`config.mk`:
```
export PLATFORM = sky130hd
export DESIGN_NAME = four_stop_gradient_color
export DESIGN_NICKNAME = d
export VERILOG_FILES = /design/src/design/fsgc_pkg.sv /design/src/design/fsgc_select.sv /design/src/design/fsgc_mult.sv /design/src/design/fsgc_div_stage.sv /design/src/design/fsgc_finish.sv /design/src/design/four_stop_gradient_color.sv
export SDC_FILE = /design/constraint.sdc
export NUM_CORES = 2
export LEC_CHECK = 0
export BUFFER_PORTS_ARGS = -buffer_cell sky130_fd_sc_hd__buf_2
export CAP_MARGIN = 15
export CORE_MARGIN = 2
export CORE_UTILIZATION = 69
export CTS_CLUSTER_SIZE = 14
export DETAILED_ROUTE_END_ITERATION = 12
export GPL_ROUTABILITY_DRIVEN = 0
export HOLD_SLACK_MARGIN = 0.05
export PLACE_DENSITY = 0.86
export SLEW_MARGIN = 20
export SYNTH_ARGS = -nofsm -noshare
export SYNTH_HDL_FRONTEND = slang
export SYNTH_SLANG_ARGS = --single-unit
```
`constraint.sdc`:
```
create_clock -name clk -period 20.6 [get_ports clk]
set_clock_uncertainty 0.05 [all_clocks]
set_input_delay 1.03 -clock clk [delete_from_list [all_inputs] [get_ports clk]]
set_output_delay 1.03 -clock clk [all_outputs]
set_load 0.005 [all_outputs]
```
`src/design/fsgc_pkg.sv`:
```
// fsgc_pkg: shared types and constants of the four-stop gradient color block.
// No dependencies; used by every module under design/.
package fsgc_pkg;

  localparam int StopCount = 4;
  localparam int SegCount  = StopCount - 1;
  localparam int ChanCount = 4;
  localparam int CfgIdxW   = $clog2(StopCount);

  localparam int RegW   = 41;
  localparam int IdxW   = 8;
  localparam int PosW   = 9;
  localparam int PosLsb = 32;
  localparam int ChanW  = 8;
  localparam int ChanMax = 255;

  // offset and length are signed, one bit wider than a stop position
  localparam int OffW  = PosW + 1;
  localparam int DiffW = ChanW + 1;
  localparam int ProdW = OffW + DiffW;
  // |product| < 2^17; one spare zero bit makes the width a multiple of the step count
  localparam int QuotW = 18;
  localparam int DivW  = PosW;
  localparam int DivStepsPerStage = 3;
  localparam int DivStages = QuotW / DivStepsPerStage;
  localparam int SumW = QuotW + 2;

  // select, multiply, divider stages, finish
  localparam int NumStages = 2 + DivStages + 1;

  localparam logic [RegW-1:0] StopZeroReset  = 41'd4294962615;
  localparam logic [RegW-1:0] StopOneReset   = 41'd399431093561;
  localparam logic [RegW-1:0] StopTwoReset   = 41'd777386162461;
  localparam logic [RegW-1:0] StopThreeReset = 41'd1099523764484;

  typedef logic [StopCount-1:0][RegW-1:0] stops_t;

  typedef struct packed {
    logic [OffW-1:0]                    offset;
    logic [OffW-1:0]                    length;
    logic [ChanCount-1:0][ChanW-1:0]    c0;
    logic [ChanCount-1:0][DiffW-1:0]    diff;
  } sel_t;

  typedef struct packed {
    logic [ChanW-1:0] c0;
    logic             neg;
    logic [DivW-1:0]  rem;
    logic [QuotW-1:0] dq;
  } lane_t;

  typedef struct packed {
    logic [DivW-1:0]             divisor;
    lane_t [ChanCount-1:0]       lane;
  } div_t;

endpackage

```
`src/design/fsgc_select.sv`:
```
// fsgc_select: segment search and first pipeline register (offset, length, channel deltas).
// Depends on fsgc_pkg.
module fsgc_select (
  input  logic                             clk,
  input  logic                             load,
  input  logic [fsgc_pkg::IdxW-1:0]        color_index,
  input  fsgc_pkg::stops_t                 stops,
  output fsgc_pkg::sel_t                   sel
);

  logic [fsgc_pkg::StopCount-1:0][fsgc_pkg::PosW-1:0] pos;
  logic [fsgc_pkg::SegCount-1:0]                      hit;
  logic [fsgc_pkg::RegW-1:0]                          stop_a;
  logic [fsgc_pkg::RegW-1:0]                          stop_b;
  logic [fsgc_pkg::PosW-1:0]                          idx_ext;
  fsgc_pkg::sel_t                                     sel_next;

  assign idx_ext = {1'b0, color_index};

  always_comb begin
    for (int k = 0; k < fsgc_pkg::StopCount; k++) begin
      pos[k] = stops[k][fsgc_pkg::PosLsb +: fsgc_pkg::PosW];
    end
    for (int k = 0; k < fsgc_pkg::SegCount; k++) begin
      hit[k] = (idx_ext >= pos[k]) && (idx_ext < pos[k+1]);
    end
  end

  // first matching segment wins; no match falls back to the last one
  always_comb begin
    stop_a = stops[fsgc_pkg::SegCount-1];
    stop_b = stops[fsgc_pkg::SegCount];
    for (int k = fsgc_pkg::SegCount - 1; k >= 0; k--) begin
      if (hit[k]) begin
        stop_a = stops[k];
        stop_b = stops[k+1];
      end
    end
  end

  always_comb begin
    sel_next.offset = {2'b00, color_index}
                    - {1'b0, stop_a[fsgc_pkg::PosLsb +: fsgc_pkg::PosW]};
    sel_next.length = {1'b0, stop_b[fsgc_pkg::PosLsb +: fsgc_pkg::PosW]}
                    - {1'b0, stop_a[fsgc_pkg::PosLsb +: fsgc_pkg::PosW]};
    for (int c = 0; c < fsgc_pkg::ChanCount; c++) begin
      sel_next.c0[c]   = stop_a[fsgc_pkg::ChanW*c +: fsgc_pkg::ChanW];
      sel_next.diff[c] = {1'b0, stop_b[fsgc_pkg::ChanW*c +: fsgc_pkg::ChanW]}
                       - {1'b0, stop_a[fsgc_pkg::ChanW*c +: fsgc_pkg::ChanW]};
    end
  end

  always_ff @(posedge clk) begin
    if (load) begin
      sel <= sel_next;
    end
  end

endmodule

```
`src/design/fsgc_mult.sv`:
```
// fsgc_mult: signed offset x delta products, split into sign and magnitude for the divider.
// Depends on fsgc_pkg.
module fsgc_mult (
  input  logic            clk,
  input  logic            load,
  input  fsgc_pkg::sel_t  sel,
  output fsgc_pkg::div_t  dv
);

  logic signed [fsgc_pkg::ProdW-1:0] prod [fsgc_pkg::ChanCount];
  logic        [fsgc_pkg::ProdW-1:0] prod_abs [fsgc_pkg::ChanCount];
  logic        [fsgc_pkg::OffW-1:0]  len_abs;
  logic                              len_zero;
  logic                              len_neg;
  fsgc_pkg::div_t                    dv_next;

  assign len_neg  = sel.length[fsgc_pkg::OffW-1];
  assign len_zero = (sel.length == '0);
  assign len_abs  = len_neg ? fsgc_pkg::OffW'(-sel.length) : sel.length;

  always_comb begin
    // zero-length segment: quotient forced to zero, start color passes through
    dv_next.divisor = len_zero ? fsgc_pkg::DivW'(1) : len_abs[fsgc_pkg::DivW-1:0];
    for (int c = 0; c < fsgc_pkg::ChanCount; c++) begin
      prod[c]     = $signed(sel.offset) * $signed(sel.diff[c]);
      prod_abs[c] = prod[c][fsgc_pkg::ProdW-1] ? fsgc_pkg::ProdW'(-prod[c])
                                                 : fsgc_pkg::ProdW'(prod[c]);
      dv_next.lane[c].c0  = sel.c0[c];
      dv_next.lane[c].neg = prod[c][fsgc_pkg::ProdW-1] ^ len_neg;
      dv_next.lane[c].rem = '0;
      dv_next.lane[c].dq  = len_zero ? '0 : prod_abs[c][fsgc_pkg::QuotW-1:0];
    end
  end

  always_ff @(posedge clk) begin
    if (load) begin
      dv <= dv_next;
    end
  end

endmodule

```
`src/design/fsgc_div_stage.sv`:
```
// fsgc_div_stage: a few restoring-division steps on all four channel lanes, registered.
// Depends on fsgc_pkg.
module fsgc_div_stage (
  input  logic            clk,
  input  logic            load,
  input  fsgc_pkg::div_t  d_in,
  output fsgc_pkg::div_t  d_out
);

  fsgc_pkg::div_t d_next;

  // dq shifts the dividend out at the top and the quotient in at the bottom
  always_comb begin
    logic [fsgc_pkg::DivW:0]   t;
    logic [fsgc_pkg::DivW-1:0] rem;
    logic [fsgc_pkg::QuotW-1:0] dq;
    logic                      qb;
    d_next = d_in;
    for (int c = 0; c < fsgc_pkg::ChanCount; c++) begin
      rem = d_in.lane[c].rem;
      dq  = d_in.lane[c].dq;
      for (int s = 0; s < fsgc_pkg::DivStepsPerStage; s++) begin
        t = {rem, dq[fsgc_pkg::QuotW-1]};
        if (t >= {1'b0, d_in.divisor}) begin
          rem = fsgc_pkg::DivW'(t - {1'b0, d_in.divisor});
          qb  = 1'b1;
        end else begin
          rem = t[fsgc_pkg::DivW-1:0];
          qb  = 1'b0;
        end
        dq = {dq[fsgc_pkg::QuotW-2:0], qb};
      end
      d_next.lane[c].rem = rem;
      d_next.lane[c].dq  = dq;
    end
  end

  always_ff @(posedge clk) begin
    if (load) begin
      d_out <= d_next;
    end
  end

endmodule

```
`src/design/fsgc_finish.sv`:
```
// fsgc_finish: sign the quotient, add the start color, saturate, output register.
// Depends on fsgc_pkg.
module fsgc_finish (
  input  logic                        clk,
  input  logic                        load,
  input  fsgc_pkg::div_t              dv,
  output logic [fsgc_pkg::ChanW-1:0]  alpha,
  output logic [fsgc_pkg::ChanW-1:0]  red,
  output logic [fsgc_pkg::ChanW-1:0]  green,
  output logic [fsgc_pkg::ChanW-1:0]  blue
);

  logic [fsgc_pkg::ChanCount-1:0][fsgc_pkg::ChanW-1:0] chan_next;

  always_comb begin
    logic signed [fsgc_pkg::SumW-1:0] q;
    logic signed [fsgc_pkg::SumW-1:0] v;
    for (int c = 0; c < fsgc_pkg::ChanCount; c++) begin
      q = $signed({2'b00, dv.lane[c].dq});
      v = $signed({{(fsgc_pkg::SumW - fsgc_pkg::ChanW){1'b0}}, dv.lane[c].c0})
        + (dv.lane[c].neg ? -q : q);
      if (v < 0) begin
        chan_next[c] = '0;
      end else if (v > fsgc_pkg::SumW'(fsgc_pkg::ChanMax)) begin
        chan_next[c] = fsgc_pkg::ChanW'(fsgc_pkg::ChanMax);
      end else begin
        chan_next[c] = v[fsgc_pkg::ChanW-1:0];
      end
    end
  end

  always_ff @(posedge clk) begin
    if (load) begin
      alpha <= chan_next[3];
      red   <= chan_next[2];
      green <= chan_next[1];
      blue  <= chan_next[0];
    end
  end

endmodule

```
`src/design/four_stop_gradient_color.sv`:
```
// four_stop_gradient_color: four-stop linear ARGB gradient lookup, fully pipelined.
// Depends on fsgc_pkg, fsgc_select, fsgc_mult, fsgc_div_stage, fsgc_finish.
//
// Usage:
//   Input channel (in_valid/in_ready/color_index) takes one 8-bit palette index per item.
//   Output channel (out_valid/out_ready/alpha/red/green/blue) returns one ARGB item each.
//   Stops live in four 41-bit registers written via cfg_write/cfg_index/cfg_data:
//   index in bits 40:32, then alpha, red, green, blue bytes. Write only while idle.
// Pipeline:
//   9 register stages: segment select, multiply, 6 divider stages of 3 quotient
//   bits each (18-bit restoring division, four channel lanes), sign/add/saturate.
//   One item per clock is sustained while out_ready stays high.
// Stalls:
//   Each stage carries a valid bit and loads when empty or when the stage after it
//   moves, so bubbles collapse and the input keeps flowing until the pipe is full.
//   No item is lost or repeated while out_ready is low.
// Reset:
//   rst (synchronous) empties the pipe and reloads the default stops.
module four_stop_gradient_color (
  input  logic                          clk,
  input  logic                          rst,
  input  logic                          in_valid,
  output logic                          in_ready,
  input  logic [fsgc_pkg::IdxW-1:0]     color_index,
  output logic                          out_valid,
  input  logic                          out_ready,
  output logic [fsgc_pkg::ChanW-1:0]    alpha,
  output logic [fsgc_pkg::ChanW-1:0]    red,
  output logic [fsgc_pkg::ChanW-1:0]    green,
  output logic [fsgc_pkg::ChanW-1:0]    blue,
  input  logic                          cfg_write,
  input  logic [fsgc_pkg::CfgIdxW-1:0]  cfg_index,
  input  logic [fsgc_pkg::RegW-1:0]     cfg_data
);

  localparam int Last = fsgc_pkg::NumStages - 1;

  fsgc_pkg::stops_t                  stops;
  logic [fsgc_pkg::NumStages-1:0]    vld;
  logic [fsgc_pkg::NumStages-1:0]    en;
  fsgc_pkg::sel_t                    sel;
  fsgc_pkg::div_t                    dv [fsgc_pkg::DivStages + 1];

  // stop registers
  always_ff @(posedge clk) begin
    if (rst) begin
      stops[0] <= fsgc_pkg::StopZeroReset;
      stops[1] <= fsgc_pkg::StopOneReset;
      stops[2] <= fsgc_pkg::StopTwoReset;
      stops[3] <= fsgc_pkg::StopThreeReset;
    end else if (cfg_write) begin
      stops[cfg_index] <= cfg_data;
    end
  end

  // a stage loads when it is empty or its item moves on
  always_comb begin
    en[Last] = !vld[Last] || out_ready;
    for (int i = Last - 1; i >= 0; i--) begin
      en[i] = !vld[i] || en[i+1];
    end
  end

  always_ff @(posedge clk) begin
    if (rst) begin
      vld <= '0;
    end else begin
      if (en[0]) begin
        vld[0] <= in_valid;
      end
      for (int i = 1; i < fsgc_pkg::NumStages; i++) begin
        if (en[i]) begin
          vld[i] <= vld[i-1];
        end
      end
    end
  end

  assign in_ready  = en[0];
  assign out_valid = vld[Last];

  fsgc_select u_select (
    .clk         (clk),
    .load        (en[0]),
    .color_index (color_index),
    .stops       (stops),
    .sel         (sel)
  );

  fsgc_mult u_mult (
    .clk  (clk),
    .load (en[1]),
    .sel  (sel),
    .dv   (dv[0])
  );

  for (genvar j = 0; j < fsgc_pkg::DivStages; j++) begin : g_div
    fsgc_div_stage u_div (
      .clk   (clk),
      .load  (en[2+j]),
      .d_in  (dv[j]),
      .d_out (dv[j+1])
    );
  end

  fsgc_finish u_finish (
    .clk   (clk),
    .load  (en[Last]),
    .dv    (dv[fsgc_pkg::DivStages]),
    .alpha (alpha),
    .red   (red),
    .green (green),
    .blue  (blue)
  );

endmodule

```
==> results.yml <==
setup_path:
  r2r-start: "g_div[1].u_div.d_out[145]$_DFFE_PP_"
  critPathMaxFanout: 18
  end_kind: "register"
  r2r_cells: 27
  start_kind: "register"
  cp.required_ps: 21100
  timing.rr.end: "g_div[2].u_div.d_out[24]$_DFFE_PP_"
  criticalPathCategory: "register to register"
  rrSetupSlack_ps: 11860
  cp.arrival_ps: 9240
floorplan:
  rows: 134
  io_pins: 90
  core_um2: 134000
  chipHeight_um: 372
  die_area_um2: 138000
  fp.dieW_um: 372
  start_util_pct: 69.8
clock_network:
  path_clk_slew_ps: 60
  postCtsSetupBuffers: 0
  cts_tree: "done"
  clkLatencyLatePin_ps: 800
  cts-hold-fix-buffers: 0
  htreeDepth: 4
  clock_sinks: 1283
  cts-resized-gates: 0
  clockBufferDepth: 3
  cts_root_buf: "clkbuf_16"
  numCtsBuffers: 135
synth:
  netlist_instances: 8914
  ys_ff_latch: 1283
  yosys.area.top_type: "edfxtp_1"
  synth_top_cell_area_share_pct: 35.7
  ys.flop_type: "edfxtp_1"
  synth_cell_types: 86
  post-synth-top-count-cell: "edfxtp_1"
  synth_nets: 10200
  syn-cell-area_um2: 93300
  synth.top_cells.by_area: "edfxtp_1 (36%), ha_1 (12%), fa_1 (8.2%)"
  async_reset_ff_share_pct: 0
  synth-seq-area-share_pct: 39.4
  yosysWarnings: 0
  syn_avg_cell_area_um2: 10.5
  synth-edff-count: 1110
  synth_common_cells: "edfxtp_1 (1110), nand2_1 (932), ha_1 (893)"
timing:
  slew_headroom_pct: 25.2
  slew_viol_final: 0
  rsz0062_at_grt: "no"
  fmax_mhz: 114
  fin_crit_sh_pct: 42.4
  tns_ps: 0
  tightest_slew_ps: 1120
  finalCriticalPeriod_ps: 8740
  setup_viol: 0
  hold_ws_ps: 324
  hold_violations: 0
job:
  cap_violations: 0
min_path:
  hold_class: "register to register"
  worstHoldStart: "g_div[1].u_div.d_out[46]$_DFFE_PP_"
  min_path_cells: 0
  hold_end: "g_div[2].u_div.d_out[49]$_DFFE_PP_"
outcome:
  outcome: "complete, no violations"
global_route:
  grt_pass1_vias: 70000
  grt_first_pass_wirelength_um: 377000
  grt_overflow: 0
  grt_start_max_net_pins: 90
  antenna_found_initial: 22
  track_usage_pct: 34.8
routing:
  remaining_drc_errors: 0
  drtAntennaViolNets: 0
  viasPerCell: 6.40
  wire_per_inst_um: 22.1
  drt-met1-wl_um: 89700
  top_layer: "met5"
  dr_total_vias: 69300
  wl_met3_um: 21300
  wl_um: 240000
  drt_pass1_iterations: 7
  first_iter_violations: 7016
  met2_length_um: 111000
final_layout:
  areaGrowthSynthToFinish_pct: 7.25
  drive_above_1_share_pct: 8.44
  nets: 10300
placed_design:
  dp_hpwl_um: 168000
  port_buffers: 89
==> logic make-up after synthesis <==
family	share of synthesized area, %
XOR/XNOR	5.93
flip-flops	39.4
AND/OR/NAND/NOR	13.2
AO/OA/AOI/OAI	11.9
multiplexers	5.37
buffers and inverters	4.04
adder cells (fa/ha/maj)	20.2
==> registers in the layout, summed over array words and instances, names as in the netlist <==
register           flops
u_finish.red           8
u_mult.dv            117
u_finish.blue          8
u_select.sel          88
stops                164
g_div.u_div.d_out    873
vld                    9
u_finish.alpha         8
u_finish.green         8
==> placed cells by master, fill, tap and decap left out, drive strengths merged, types with 262 or more instances in the layout <==
| cell type | instances |
|---|---|
| edfxtp | 1110 |
| nand2 | 932 |
| ha | 893 |
| inv | 758 |
| a21oi | 477 |
| o21ai | 466 |
| nor2 | 444 |
| xnor2 | 396 |
| fa | 382 |
| mux2 | 319 |
| a21o | 262 |
==> cell type report <==
| class | instances | area, um2 |
|---|---|---|
| Clock inverter | 88 | 1030 |
| Fill cell | 8351 | 33700 |
| Tap cell | 1768 | 2210 |
| Clock buffer | 154 | 3480 |
| Antenna cell | 11 | 27.5 |
| Multi-Input combinational cell | 6627 | 52900 |
| Sequential cell | 1283 | 36800 |
| Inverter | 748 | 2820 |
| Timing Repair Buffer | 139 | 831 |
==> through the flow <==
stage	std cells	cell area [um2]	utilization [%]	worst slack [ps]
6_report	10800	100000	74.8	11860
3_3_place_gp	10600	95500	71.4	12540
4_1_cts	10800	100000	74.7	12040
5_1_grt	10800	100000	74.8	11510
3_5_place_dp	10600	95500	71.4	12290
2_1_floorplan	8914	93300	-	10640
==> worst max-delay path: stages (launching register included) <==
cell and delay (ps):
edfxtp_1 670, inv_1 190, buf_4 290, fa_1 480
a21o_1 200, a21oi_1 260, o21ai_0 120, a311o_1 360
a31oi_1 830, mux2_2 430, ha_1 330, nor2b_1 160
o21ai_0 250, nand2b_1 170, nor2b_1 190, o41ai_1 410
o311a_1 570, o21ai_0 310, fa_1 500, nand2_1 110
nand2_1 60, a21oi_1 320, nor2_1 80, nor2_1 90
nand2_1 90, o21bai_1 170, a211o_1 460, mux2_2 350
==> metal layers <==
| metal | track usage (%) | vias up |
|---|---|---|
| met5 | 0 | - |
| met4 | 22.3 | 14 |
| met3 | 6.74 | 959 |
| met2 | 56.4 | 3574 |
| met1 | 42.9 | 33100 |
| li1 | - | 31600 |
==> how the worst max path moves through the flow <==
stage,from,end,slack [ps],cells past startpoint
detailed placement,g_div[2].u_div.d_out[145]$_DFFE_PP_,g_div[3].u_div.d_out[130]$_DFFE_PP_,12290,27
global placement,g_div[2].u_div.d_out[145]$_DFFE_PP_,g_div[3].u_div.d_out[132]$_DFFE_PP_,12540,27
floorplan,out_ready,u_select.sel[0]$_DFFE_PP_,10640,6
finish,g_div[1].u_div.d_out[145]$_DFFE_PP_,g_div[2].u_div.d_out[24]$_DFFE_PP_,11860,27
CTS,g_div[1].u_div.d_out[145]$_DFFE_PP_,g_div[2].u_div.d_out[24]$_DFFE_PP_,12040,27
global route,g_div[1].u_div.d_out[145]$_DFFE_PP_,g_div[2].u_div.d_out[24]$_DFFE_PP_,11510,27
Power is not shown: default switching activity piles up to over one toggle a cycle in this logic, so the estimate is an artifact.
